`config.mk`:
```
export PLATFORM = sky130hd
export DESIGN_NAME = sexpr_datum_extent_scanner_flat
export DESIGN_NICKNAME = d
export VERILOG_FILES = /design/src/rtl/sdx_pkg.sv /design/src/rtl/sdx_in_if.sv /design/src/rtl/sdx_out_if.sv /design/src/rtl/sdx_step.sv /design/src/rtl/sexpr_datum_extent_scanner.sv /design/src/flat_wrapper.sv
export SDC_FILE = /design/constraint.sdc
export NUM_CORES = 1
export LEC_CHECK = 0
export BUFFER_PORTS_ARGS = -buffer_cell sky130_fd_sc_hd__buf_4
export CORE_MARGIN = 3
export CORE_UTILIZATION = 55
export DETAILED_ROUTE_END_ITERATION = 10
export GPL_TIMING_DRIVEN = 0
export PLACE_DENSITY_LB_ADDON = 0.25
export SETUP_SLACK_MARGIN = 0.4
export SLEW_MARGIN = 10
export SYNTH_ARGS = -nofsm -noshare
export SYNTH_HDL_FRONTEND = slang
export SYNTH_HIERARCHICAL = 1
export SYNTH_SLANG_ARGS = --single-unit
```
`constraint.sdc`:
```
create_clock -name clk_i -period 16.9 [get_ports clk_i]
set_input_delay 3.38 -clock clk_i [delete_from_list [all_inputs] [get_ports clk_i]]
set_output_delay 3.38 -clock clk_i [all_outputs]
set_load 0.02 [all_outputs]
```
`src/rtl/sdx_pkg.sv`:
```
`timescale 1ns / 1ps
package sdx_pkg;

  localparam int unsigned MAX_NEST = 255;
  // Both nesting counters are 8 bits wide, so the usable limit saturates at 255.
  localparam logic [7:0] NestLimit = (MAX_NEST > 255) ? 8'd255 : 8'(MAX_NEST);

  localparam logic [7:0] CH_NUL    = 8'h00;
  localparam logic [7:0] CH_TAB    = 8'h09;
  localparam logic [7:0] CH_LF     = 8'h0A;
  localparam logic [7:0] CH_FF     = 8'h0C;
  localparam logic [7:0] CH_CR     = 8'h0D;
  localparam logic [7:0] CH_SPACE  = 8'h20;
  localparam logic [7:0] CH_DQUOTE = 8'h22;
  localparam logic [7:0] CH_HASH   = 8'h23;
  localparam logic [7:0] CH_QUOTE  = 8'h27;
  localparam logic [7:0] CH_LPAREN = 8'h28;
  localparam logic [7:0] CH_RPAREN = 8'h29;
  localparam logic [7:0] CH_STAR   = 8'h2A;
  localparam logic [7:0] CH_COMMA  = 8'h2C;
  localparam logic [7:0] CH_SEMI   = 8'h3B;
  localparam logic [7:0] CH_AT     = 8'h40;
  localparam logic [7:0] CH_LBRACK = 8'h5B;
  localparam logic [7:0] CH_BSLASH = 8'h5C;
  localparam logic [7:0] CH_RBRACK = 8'h5D;
  localparam logic [7:0] CH_BQUOTE = 8'h60;
  localparam logic [7:0] CH_LBRACE = 8'h7B;
  localparam logic [7:0] CH_BAR    = 8'h7C;
  localparam logic [7:0] CH_RBRACE = 8'h7D;

  typedef enum logic [3:0] {
    M_IDLE,
    M_START,
    M_LIST,
    M_LINECOM,
    M_COMMA,
    M_HASH,
    M_CHAR,
    M_TOKEN,
    M_WEIRD,
    M_WEIRD_ESC,
    M_WEIRD_BRACE,
    M_STR,
    M_STR_ESC,
    M_COM,
    M_COM_BAR,
    M_COM_HASH
  } mode_e;

  typedef enum logic [2:0] {
    ERR_NONE               = 3'd0,
    ERR_MISSING_CLOSE      = 3'd1,
    ERR_UNEXPECTED_CLOSE   = 3'd2,
    ERR_UNBALANCED_COMMENT = 3'd3,
    ERR_OPEN_STRING        = 3'd4,
    ERR_OVERFLOW           = 3'd5
  } err_e;

  typedef struct packed {
    mode_e      mode;
    logic [7:0] ldepth;
    logic [7:0] cdepth;
  } state_t;

  typedef struct packed {
    logic       consumed;
    logic       done_res;
    err_e       error_code;
    logic [7:0] depth;
  } result_t;

  localparam state_t StateReset = '{mode: M_IDLE, ldepth: 8'd0, cdepth: 8'd0};

endpackage

```
`src/rtl/sdx_in_if.sv`:
```
`timescale 1ns / 1ps
interface sdx_in_if;
  logic       valid;
  logic       ready;
  logic [7:0] ch;

  modport source (output valid, output ch, input ready);
  modport sink (input valid, input ch, output ready);
endinterface

```
`src/rtl/sdx_out_if.sv`:
```
`timescale 1ns / 1ps
interface sdx_out_if;
  logic       valid;
  logic       ready;
  logic       consumed;
  logic       done_res;
  logic [2:0] error_code;
  logic [7:0] depth;

  modport source (output valid, output consumed, output done_res, output error_code,
                  output depth, input ready);
  modport sink (input valid, input consumed, input done_res, input error_code,
                input depth, output ready);
endinterface

```
`src/rtl/sdx_step.sv`:
```
`timescale 1ns / 1ps
module sdx_step (
  input  sdx_pkg::state_t  state_i,
  input  logic [7:0]       ch_i,
  output sdx_pkg::state_t  state_o,
  output sdx_pkg::result_t result_o
);
  import sdx_pkg::*;

  typedef struct packed {
    state_t st;
    logic   cons;
    logic   done;
    err_e   err;
    logic   again;
  } pass_t;

  function automatic logic is_space(input logic [7:0] c);
    return (c == CH_SPACE) || (c == CH_TAB) || (c == CH_CR) || (c == CH_FF) || (c == CH_LF);
  endfunction

  function automatic logic is_delim(input logic [7:0] c);
    return (c == CH_NUL) || (c == CH_LBRACK) || (c == CH_RBRACK) || (c == CH_LPAREN) ||
           (c == CH_RPAREN) || (c == CH_DQUOTE) || (c == CH_SEMI) || is_space(c);
  endfunction

  // One dispatch of the character in the current mode. Sets again when the
  // same character must be handled once more in the new mode.
  function automatic pass_t scan_pass(input pass_t s, input logic [7:0] c);
    pass_t r;
    logic  end_take;
    logic  end_skip;
    r        = s;
    r.again  = 1'b0;
    end_take = 1'b0;
    end_skip = 1'b0;
    case (s.st.mode)
      M_IDLE: begin
        if (c != CH_SPACE) begin
          r.st.mode = M_START;
          r.again   = 1'b1;
        end
      end
      M_START: begin
        if (c == CH_NUL) begin
          end_skip = 1'b1;
        end else if (c inside {CH_LPAREN, CH_LBRACK}) begin
          if (s.st.ldepth >= NestLimit) begin
            r.err = ERR_OVERFLOW;
          end else begin
            r.st.ldepth = s.st.ldepth + 8'd1;
            r.cons      = 1'b1;
            r.st.mode   = M_LIST;
          end
        end else if (c inside {CH_RPAREN, CH_RBRACK}) begin
          r.err = ERR_UNEXPECTED_CLOSE;
        end else if (c inside {CH_QUOTE, CH_BQUOTE}) begin
          r.cons = 1'b1;
        end else if (c == CH_COMMA) begin
          r.cons    = 1'b1;
          r.st.mode = M_COMMA;
        end else if (c == CH_HASH) begin
          r.cons    = 1'b1;
          r.st.mode = M_HASH;
        end else if (c == CH_DQUOTE) begin
          r.cons    = 1'b1;
          r.st.mode = M_STR;
        end else begin
          r.cons    = 1'b1;
          r.st.mode = M_TOKEN;
        end
      end
      M_COMMA: begin
        r.st.mode = M_START;
        if (c == CH_AT) begin
          r.cons = 1'b1;
        end else begin
          r.again = 1'b1;
        end
      end
      M_HASH: begin
        case (c) inside
          CH_NUL: begin
            end_skip = 1'b1;
          end
          CH_LPAREN, CH_LBRACK: begin
            if (s.st.ldepth >= NestLimit) begin
              r.err = ERR_OVERFLOW;
            end else begin
              r.st.ldepth = s.st.ldepth + 8'd1;
              r.cons      = 1'b1;
              r.st.mode   = M_LIST;
            end
          end
          "t", "T", "f", "F": begin
            r.cons   = 1'b1;
            end_take = 1'b1;
          end
          "b", "B", "o", "O", "d", "D", "x", "X", "i", "I", "e", "E", CH_STAR: begin
            r.cons    = 1'b1;
            r.st.mode = M_TOKEN;
          end
          CH_LBRACE: begin
            r.cons    = 1'b1;
            r.st.mode = M_WEIRD;
          end
          CH_BSLASH: begin
            r.cons    = 1'b1;
            r.st.mode = M_CHAR;
          end
          CH_BAR: begin
            r.cons      = 1'b1;
            r.st.cdepth = 8'd1;
            r.st.mode   = M_COM;
          end
          default: begin
            r.cons    = 1'b1;
            r.st.mode = M_START;
          end
        endcase
      end
      M_CHAR: begin
        if (c == CH_NUL) begin
          end_skip = 1'b1;
        end else begin
          r.cons    = 1'b1;
          r.st.mode = M_TOKEN;
        end
      end
      M_TOKEN: begin
        if (is_delim(c)) begin
          end_skip = 1'b1;
        end else begin
          r.cons = 1'b1;
        end
      end
      M_WEIRD: begin
        if (c == CH_NUL) begin
          end_skip = 1'b1;
        end else begin
          r.cons = 1'b1;
          if (c == CH_BSLASH) begin
            r.st.mode = M_WEIRD_ESC;
          end else if (c == CH_RBRACE) begin
            r.st.mode = M_WEIRD_BRACE;
          end
        end
      end
      M_WEIRD_ESC: begin
        if (c == CH_NUL) begin
          end_skip = 1'b1;
        end else begin
          r.cons    = 1'b1;
          r.st.mode = M_WEIRD;
        end
      end
      M_WEIRD_BRACE: begin
        if (c == CH_HASH) begin
          r.cons   = 1'b1;
          end_take = 1'b1;
        end else begin
          r.st.mode = M_WEIRD;
          r.again   = 1'b1;
        end
      end
      M_STR: begin
        if (c == CH_NUL) begin
          r.err = ERR_OPEN_STRING;
        end else begin
          r.cons = 1'b1;
          if (c == CH_DQUOTE) begin
            end_take = 1'b1;
          end else if (c == CH_BSLASH) begin
            r.st.mode = M_STR_ESC;
          end
        end
      end
      M_STR_ESC: begin
        if (c == CH_NUL) begin
          r.err = ERR_OPEN_STRING;
        end else begin
          r.cons    = 1'b1;
          r.st.mode = M_STR;
        end
      end
      M_COM: begin
        if (c == CH_NUL) begin
          r.err = ERR_UNBALANCED_COMMENT;
        end else begin
          r.cons = 1'b1;
          if (c == CH_BAR) begin
            r.st.mode = M_COM_BAR;
          end else if (c == CH_HASH) begin
            r.st.mode = M_COM_HASH;
          end
        end
      end
      M_COM_BAR: begin
        if (c == CH_HASH) begin
          r.cons = 1'b1;
          if (s.st.cdepth != 8'd0) begin
            r.st.cdepth = s.st.cdepth - 8'd1;
          end
          r.st.mode = (r.st.cdepth == 8'd0) ? M_START : M_COM;
        end else begin
          r.st.mode = M_COM;
          r.again   = 1'b1;
        end
      end
      M_COM_HASH: begin
        if (c == CH_BAR) begin
          if (s.st.cdepth >= NestLimit) begin
            r.err = ERR_OVERFLOW;
          end else begin
            r.st.cdepth = s.st.cdepth + 8'd1;
            r.cons      = 1'b1;
            r.st.mode   = M_COM;
          end
        end else begin
          r.st.mode = M_COM;
          r.again   = 1'b1;
        end
      end
      M_LIST: begin
        if (c == CH_NUL) begin
          r.err = ERR_MISSING_CLOSE;
        end else if (c == CH_SEMI) begin
          r.cons    = 1'b1;
          r.st.mode = M_LINECOM;
        end else if (is_space(c)) begin
          r.cons = 1'b1;
        end else if (c inside {CH_RPAREN, CH_RBRACK}) begin
          r.cons = 1'b1;
          if (s.st.ldepth != 8'd0) begin
            r.st.ldepth = s.st.ldepth - 8'd1;
          end
          if (r.st.ldepth == 8'd0) begin
            r.done = 1'b1;
          end
        end else begin
          r.st.mode = M_START;
          r.again   = 1'b1;
        end
      end
      M_LINECOM: begin
        if (c == CH_NUL) begin
          r.err = ERR_MISSING_CLOSE;
        end else begin
          r.cons = 1'b1;
          if (c == CH_LF) begin
            r.st.mode = M_LIST;
          end
        end
      end
      default: begin
        r.st.mode = M_IDLE;
        r.again   = 1'b1;
      end
    endcase
    // A finished datum either ends the scan or returns to the enclosing list.
    if (end_take || end_skip) begin
      if (r.st.ldepth == 8'd0) begin
        r.done = 1'b1;
      end else begin
        r.st.mode = M_LIST;
        if (end_skip) begin
          r.again = 1'b1;
        end
      end
    end
    return r;
  endfunction

  function automatic logic more(input pass_t p);
    return p.again && (p.err == ERR_NONE) && !p.done;
  endfunction

  pass_t p0, p1, p2, p3;
  logic  stop;

  // Longest redispatch chain is three passes, e.g. a token ending before the
  // character, the list passing it back to start, then start handling it.
  always_comb begin
    p0    = '{st: state_i, cons: 1'b0, done: 1'b0, err: ERR_NONE, again: 1'b1};
    p1    = scan_pass(p0, ch_i);
    p2    = more(p1) ? scan_pass(p1, ch_i) : p1;
    p3    = more(p2) ? scan_pass(p2, ch_i) : p2;
    stop  = (p3.err != ERR_NONE) || p3.done;
    state_o = stop ? StateReset : p3.st;
    result_o.consumed   = p3.cons && (p3.err == ERR_NONE);
    result_o.done_res   = p3.done && (p3.err == ERR_NONE);
    result_o.error_code = p3.err;
    result_o.depth      = stop ? 8'd0 : p3.st.ldepth;
  end

endmodule

```
`src/rtl/sexpr_datum_extent_scanner.sv`:
```
`timescale 1ns / 1ps
// Scans a character stream one character per clock and reports, for every
// character, whether it belongs to the current Scheme datum, whether the datum
// ends there, the list depth after it and any error code. An accepted character
// sits in the input register until the output register is free, and its result
// is then loaded into the output register and offered from there; the step logic
// between those registers is combinational and also updates the scan mode and
// the list and comment depth counters; it sustains one character per cycle as
// long as results are taken. After a done or an error the scanner is back to
// skipping leading spaces for the next datum.
module sexpr_datum_extent_scanner (
  input logic      clk_i,
  input logic      rst_ni,
  sdx_in_if.sink   in_i,
  sdx_out_if.source out_o
);
  import sdx_pkg::*;

  logic       in_valid_q;
  logic [7:0] ch_q;
  logic       out_valid_q;
  logic       advance;
  state_t     state_q;
  state_t     state_d;
  result_t    res_d;
  result_t    res_q;

  // Move the held character into the result stage when that stage is free.
  assign advance    = in_valid_q && (!out_valid_q || out_o.ready);
  assign in_i.ready = !in_valid_q || advance;

  sdx_step u_step (
    .state_i  (state_q),
    .ch_i     (ch_q),
    .state_o  (state_d),
    .result_o (res_d)
  );

  always_ff @(posedge clk_i or negedge rst_ni) begin
    if (!rst_ni) begin
      in_valid_q  <= 1'b0;
      out_valid_q <= 1'b0;
      state_q     <= StateReset;
    end else begin
      if (in_i.ready) begin
        in_valid_q <= in_i.valid;
      end
      if (advance) begin
        out_valid_q <= 1'b1;
        state_q     <= state_d;
      end else if (out_o.ready) begin
        out_valid_q <= 1'b0;
      end
    end
  end

  always_ff @(posedge clk_i) begin
    if (in_i.valid && in_i.ready) begin
      ch_q <= in_i.ch;
    end
    if (advance) begin
      res_q <= res_d;
    end
  end

  assign out_o.valid      = out_valid_q;
  assign out_o.consumed   = res_q.consumed;
  assign out_o.done_res   = res_q.done_res;
  assign out_o.error_code = res_q.error_code;
  assign out_o.depth      = res_q.depth;

  a_err_clean : assert property (@(posedge clk_i) disable iff (!rst_ni)
    (out_valid_q && (res_q.error_code != ERR_NONE)) |->
      (!res_q.consumed && !res_q.done_res && (res_q.depth == 8'd0)))
    else $error("error result carries datum flags or depth");

  a_restart : assert property (@(posedge clk_i) disable iff (!rst_ni)
    (advance && (res_d.done_res || (res_d.error_code != ERR_NONE))) |=>
      (state_q == StateReset))
    else $error("scanner did not restart after done or error");

  a_state_hold : assert property (@(posedge clk_i) disable iff (!rst_ni)
    !advance |=> $stable(state_q))
    else $error("scan state changed without a character");

  a_depth_limit : assert property (@(posedge clk_i) disable iff (!rst_ni)
    (state_q.ldepth <= NestLimit) && (state_q.cdepth <= NestLimit))
    else $error("nesting depth beyond limit");

  a_comment_depth : assert property (@(posedge clk_i) disable iff (!rst_ni)
    (state_q.cdepth != 8'd0) |->
      ((state_q.mode == M_COM) || (state_q.mode == M_COM_BAR) ||
       (state_q.mode == M_COM_HASH)))
    else $error("comment depth held outside a block comment");

endmodule
```
`src/flat_wrapper.sv`:
```
// flat-port wrapper written by rule: the top's interface ports become plain ports
module sexpr_datum_extent_scanner_flat import sdx_pkg::*;
  (clk_i, rst_ni, in_i_valid, in_i_ch, in_i_ready, out_o_valid, out_o_consumed, out_o_done_res, out_o_error_code, out_o_depth, out_o_ready);
  sdx_in_if in_i_i ();
  sdx_out_if out_o_i ();
  input logic clk_i;
  input logic rst_ni;
  input wire logic [$bits(in_i_i.valid)-1:0] in_i_valid;
  input wire logic [$bits(in_i_i.ch)-1:0] in_i_ch;
  output wire logic [$bits(in_i_i.ready)-1:0] in_i_ready;
  output wire logic [$bits(out_o_i.valid)-1:0] out_o_valid;
  output wire logic [$bits(out_o_i.consumed)-1:0] out_o_consumed;
  output wire logic [$bits(out_o_i.done_res)-1:0] out_o_done_res;
  output wire logic [$bits(out_o_i.error_code)-1:0] out_o_error_code;
  output wire logic [$bits(out_o_i.depth)-1:0] out_o_depth;
  input wire logic [$bits(out_o_i.ready)-1:0] out_o_ready;
  assign in_i_i.valid = in_i_valid;
  assign in_i_i.ch = in_i_ch;
  assign in_i_ready = in_i_i.ready;
  assign out_o_valid = out_o_i.valid;
  assign out_o_consumed = out_o_i.consumed;
  assign out_o_done_res = out_o_i.done_res;
  assign out_o_error_code = out_o_i.error_code;
  assign out_o_depth = out_o_i.depth;
  assign out_o_i.ready = out_o_ready;
  sexpr_datum_extent_scanner u_core (.clk_i(clk_i), .rst_ni(rst_ni), .in_i(in_i_i), .out_o(out_o_i));
endmodule
```
==> results of run 1 <==
-- sequential cells by signal, indices dropped and copies added (netlist names) --
| signal | cells |
|---|---|
| u_core/in_valid_q | 1 |
| u_core/out_o.valid | 1 |
| u_core/out_o.error_code | 3 |
| u_core/out_o.consumed | 1 |
| u_core/out_o.done_res | 1 |
| u_core/ch_q | 8 |
| u_core/out_o.depth | 8 |
| u_core/state_q | 20 |
-- power breakdown --
group / switching [mW] / internal (mW) / leakage (nW) / total (mW)
logic: 0.430 / 0.227 / 2.12 / 0.656
clock network: 0.0406 / 0.0545 / 0.0669 / 0.0951
registers: 0.0221 / 0.127 / 0.482 / 0.149
-- layer usage --
metal  part of all wire [%]  up-vias  GRT usage (%)
li1                       -     3682              -
met1                     42     3765           49.6
met2                     43      578           52.8
met3                     12       80           7.30
met4                    3.6        0           11.5
met5                      0        -              0
-- cell families (layout without fill, tap and decap cells) --
group | count (synthesis) | after routing | synth area share [%]
and+or+nand+nor | 434 | 434 | 36.1
AOI/OAI and AO/OA | 286 | 286 | 30.6
buffers and inverters | 105 | 140 | 6.84
DFF | 43 | 43 | 17.2
muxes | 29 | 29 | 5.67
adders and majority gates | 13 | 13 | 2.37
xor gates and xnor gates | 9 | 9 | 1.26
-- layout make-up --
cell class / count / area, µm²
Tap cell: 168 / 210
Multi-Input combinational cell: 771 / 5220
Buffer: 82 / 383
Inverter: 23 / 86.3
Sequential cell: 43 / 1180
Clock buffer: 6 / 129
Fill cell: 1150 / 4690
Clock inverter: 2 / 12.5
Timing Repair Buffer: 27 / 203
-- per-stage QoR --
stage	hold WS, ns	utilization [%]	total power [mW]	cells	cell area [µm²]
after CTS	0.518	61.3	0.876	1122	7420
final	0.516	61.3	0.901	1122	7420
after floorplan	0.479	-	0.614	919	6860
after global routing	0.525	61.3	0.958	1122	7420
after detailed placement	0.502	60.1	0.775	1114	7280
after global placement	0.497	60.0	0.779	1113	7270
-- final timing paths --
check	from	endpoint	slack [ns]	cells past startpoint
min reg2reg	u_core/state_q[7]$_DFFE_PN0P_	u_core/state_q[7]$_DFFE_PN0P_	0.52	1
max reg2reg	u_core/state_q[8]$_DFFE_PN0P_	u_core/state_q[11]$_DFFE_PN0P_	8.85	24
min in group asynchronous	rst_ni	u_core/state_q[11]$_DFFE_PN0P_	2.96	1
max in group asynchronous	rst_ni	u_core/state_q[19]$_DFFE_PN0P_	13.72	1
min	u_core/state_q[7]$_DFFE_PN0P_	u_core/state_q[7]$_DFFE_PN0P_	0.52	1
max	u_core/state_q[8]$_DFFE_PN0P_	u_core/state_q[11]$_DFFE_PN0P_	8.85	24
-- layout by cell type, fill, tap and decap left out, types with 17 or more instances in the layout --
master	n
nand4_1	21
mux2_4	19
nor3_1	46
a31oi_1	25
o21ai_0	48
clkbuf_1	61
edfxtp_1	21
buf_4	37
a21oi_1	38
dfrtp_1	22
o211ai_1	17
nand2_1	73
inv_1	23
nor2_1	86
nor4_1	17
nand3_1	41
==> reports/results.ini, run 1 <==
[run_status]
status=complete, no violations

[place]
gp_congestion=1.03
dp_slack_ns=9.13
port-buffer-count=26
hpwl_um=18900

[power]
p_leak_nw=2.67
ir_worst_vdd_mv=0.107
power_density_nw_per_um2=121

[clock_tree]
cts_sinks=43
clock_latency_ns=0.30
clk_pin_slew_worst_paths_ns=0.06
htree_levels=2
cts_setup_buffers=0
cts_tree=done
cts_buffer_depth=2
numCtsBuffers=5
cts-resized-gates=0
cts_hold_buf=0
cts-root-buf=clkbuf_16

[global_route]
grt_start_max_net_pins=23
antenna_found_initial=0
grt_pass1_vias=7220
overflow=0
gr-usage-all-layers_pct=34.9
grt_pass1_wl_um=39700

[sta]
worst_slew_pin_slew_ns=1.19
rsz0062_at_grt=no
finalSetupViolCount=0
period_share_pct=47.7
clock_skew_ns=0.00499
setup_slack_ns=8.85
drv_slew=0
slew_headroom_pct=19.6
setup_tns_ns=0
hold_viol_final=0
max_clock_freq_mhz=124
finalCriticalPeriod_ns=8.05

[worst_setup_path]
critPathBufInv=5
critPathKind=register to register
cp-start-kind=register
crit_fanout=10
worstPathArrival_ns=8.24
crit_path_cell_trace=clkbuf_1 > inv_1 > ha_1 > nor4b_1 > and2_1 > nor3_1 > a221oi_1 > ha_1 > nand4_1 > nor4_2 > a41oi_1 > nor2_1 > clkbuf_1 > o32ai_1 > a221oi_1 > ha_1 > nand3_1 > o41a_1 > and2_1 > buf_2 > a21oi_1 > nor3_2 > buf_4 > mux2_2
slowest_delay_ns=0.84
slowest_stage=a221oi_1
crit_path_end_kind=register
critPathRequiredTime_ns=17.08
critPathMostFrequentCell=ha_1
cp_top_family=compound AO/OA/AOI/OAI gates

[synth]
synth-edff-count=21
synth_common_cells=86 x nor2_1, 73 x nand2_1, 60 x clkbuf_1
synth_largest_area_cell=edfxtp_1
yosys-top-cells-area=edfxtp_1 9.2%, dfrtp_1 8.0%, nor2_1 4.7%, mux2_4 4.2%, nand2_1 4.0%
syn_area_um2=6860
post-synth-top-count-cell=nor2_1
avgSynthCellArea_um2=7.46
synth_top_flop_cell=dfrtp_1
seq_area_frac_synth_pct=17.2
synth_cells=919
synth_fp_nets=944
async_reset_ff_share_pct=51.2
synthDominantCellAreaShare_pct=9.19
ys_warn_count=6
ys_ff_latch=43
netlist-cell-type-count=101

[worst_hold_path]
worstHoldPathType=register to register

[die]
row_count=40
core_area_um2=12100
dieArea_um2=13800
initial_core_util_pct=56.6
die_y_um=118
boundaryPins=27
die_x_um=118

[finish]
antennaDiodeCount=0
drive_gt1_share_pct=12.1
area_delta_synth_final_pct=8.17
fin_nets=978

[routing]
drcViolationCount=0
postRouteAntennaNets=0
drt_iter0_markers=1402
routed_wirelength_um=25300
vias=8105
wl_per_cell_um=22.5
dr.pass1.iters=6
vias_per_cell=7.22

[flow_run]
maxCapViolCount=0

Note: power is estimated with default switching activity, not from simulation.
==> run 2: changes to the inputs <==
Clock period 16.9 ns to 8 ns, I/O delays scaled along.
==> run 2 against run 1 <==
Register-to-register slack worse by 8.0 ns. Final cell count unchanged. Clock-buffer cell count stayed put. Via count is 0.19% lower. Clock skew fell by 0.00053 ns. Sequential power is 110% higher. Routed wire length hardly changed. Cell area up 0.46%. Critical endpoint unchanged. Largest cell class unchanged.
==> reports/results.ini, run 2 (synthesis results as in run 1) <==
[worst_hold_path]
worstHoldPathType=register to register
worstHoldPathCells=1
worstHoldEndpoint=u_core/state_q[7]$_DFFE_PN0P_
hp-start=u_core/state_q[7]$_DFFE_PN0P_

[worst_setup_path]
critPathRequiredTime_ns=8.18
worstPathArrival_ns=7.32
rr_worst_depth=25
slowest_stage=o41a_1
critPathMostFrequentCell=ha_1
reg2reg_to=u_core/state_q[11]$_DFFE_PN0P_
rrSetupSlack_ns=0.86
critPathBufInv=6
critPathKind=register to register
slowest_delay_ns=0.52
crit_fanout=10
crit_path_end_kind=register
cp_top_family=compound AO/OA/AOI/OAI gates
rr_startpoint=u_core/state_q[8]$_DFFE_PN0P_
cp-start-kind=register

[sta]
worst_slew_pin_slew_ns=1.25
setup_tns_ns=0
hold-worst-slack_ns=0.518
finalSetupViolCount=0
rsz0062_at_grt=no
slew_headroom_pct=15.8
drv_slew=0
finalCriticalPeriod_ns=7.14
max_clock_freq_mhz=140
setup_slack_ns=0.860
period_share_pct=89.3
clock_skew_ns=0.00446
hold_viol_final=0

[die]
dieArea_um2=13800
die_y_um=118
boundaryPins=27
core_area_um2=12100
initial_core_util_pct=56.6
row_count=40
die_x_um=118

[finish]
final_cell_area_um2=7450
top_register=u_core/state_q
antennaDiodeCount=0
fin_util_pct=61.5
drive_gt1_share_pct=12.6
final_cell_mix=86 x nor2_1, 73 x nand2_1, 60 x clkbuf_1
layout_commonest_cell=nor2_1
instances_no_fill=1122
fillCellCount=1151
fin_nets=978
area_delta_synth_final_pct=8.66
largest_register_ffs=20

[place]
place_inst=1114
postPlaceCellArea_um2=7280
dp_slack_ns=0.231
port-buffer-count=26
hpwl_um=18900
gp_congestion=1.03

[run_status]
status=complete, no violations

[clock_tree]
clk_pin_slew_worst_paths_ns=0.06
htree_levels=2
cts_tree=done
numCtsBuffers=5
cts_sinks=43
cts_buffer_depth=2
cts-root-buf=clkbuf_16
cts_hold_buf=0
clock_latency_ns=0.30

[global_route]
grt_start_max_net_pins=23
grt_pass1_wl_um=39700
grt_pass1_vias=7220
antenna_found_initial=0
gr-usage-all-layers_pct=34.9
overflow=0

[power]
power_mw=1.91
ir_worst_vdd_mv=0.226
power_density_nw_per_um2=257
p_leak_nw=2.68

[routing]
postRouteAntennaNets=0
vias_per_cell=7.21
top_layer=met4
vias=8090
dr.pass1.iters=7
wl_met1_um=10600
drt_iter0_markers=1495
wl_per_cell_um=22.5
route.met3.wl_um=2950
route.met2.wl_um=10800
routed_wirelength_um=25200
drcViolationCount=0

[flow_run]
maxCapViolCount=0

==> run 2: cell counts in the layout (fill, tap and decap cells not counted) <==
Identical to the previous run, type by type.
==> run 2: area by class of cell <==
class                           instances  area [µm²]  area share [%]
Tap cell                              168         210            2.82
Buffer                                 82         384            5.15
Inverter                               23        86.3            1.16
Sequential cell                        43        1180            15.8
Clock inverter                          2        12.5           0.168
Multi-Input combinational cell        771        5250            70.4
Timing Repair Buffer                   27         203            2.72
Clock buffer                            6         129            1.73
==> run 2: timing repair <==
item	in CTS	in global routing
setup endpoints to repair	6	30
buffers inserted	0	0
gates resized for setup	1	6
==> run 2: routing by layer <==
metal  vias up  global-route usage, %
met5         -                      0
met4         0                   11.5
met3        81                   7.30
met2       546                   52.8
met1      3788                   49.6
li1       3675                      -
==> run 2: power by group <==
part | internal (mW) | total, mW | switching (mW)
clock | 0.115 | 0.202 | 0.0867
combinational | 0.485 | 1.40 | 0.913
sequential | 0.268 | 0.315 | 0.0467
total | 0.868 | 1.91 | 1.05
==> run 2: worst max-delay path by stage <==
stage	startpoint	end	slack, ns	cells after the start
floorplan	u_core/state_q[8]$_DFFE_PN0P_	u_core/state_q[11]$_DFFE_PN0P_	1.82	24
global placement	u_core/state_q[8]$_DFFE_PN0P_	u_core/state_q[11]$_DFFE_PN0P_	0.19	24
detailed placement	u_core/state_q[8]$_DFFE_PN0P_	u_core/state_q[11]$_DFFE_PN0P_	0.23	24
CTS	u_core/state_q[8]$_DFFE_PN0P_	u_core/state_q[11]$_DFFE_PN0P_	0.42	25
global route	u_core/state_q[8]$_DFFE_PN0P_	u_core/state_q[9]$_DFFE_PN0P_	0.37	25
finish	u_core/state_q[8]$_DFFE_PN0P_	u_core/state_q[11]$_DFFE_PN0P_	0.86	25
==> run 2: worst reg2reg max path, cell delays in order, from the launching register on <==
cell       delay (ns)
dfrtp_1          0.45
clkbuf_1         0.29
inv_1            0.18
ha_1             0.19
nor4b_2          0.41
nand2_1          0.21
a2bb2oi_2        0.31
xnor2_2          0.23
inv_1            0.32
ha_1             0.25
nand4_1          0.19
nor4_4           0.43
a41oi_2          0.38
a31oi_1          0.37
buf_2            0.29
o32ai_1          0.14
a221oi_2         0.45
ha_1             0.28
nand3_1          0.16
o41a_1           0.52
and2_1           0.19
buf_2            0.16
a21oi_1          0.18
nor3_2           0.08
buf_4            0.14
mux2_2           0.25
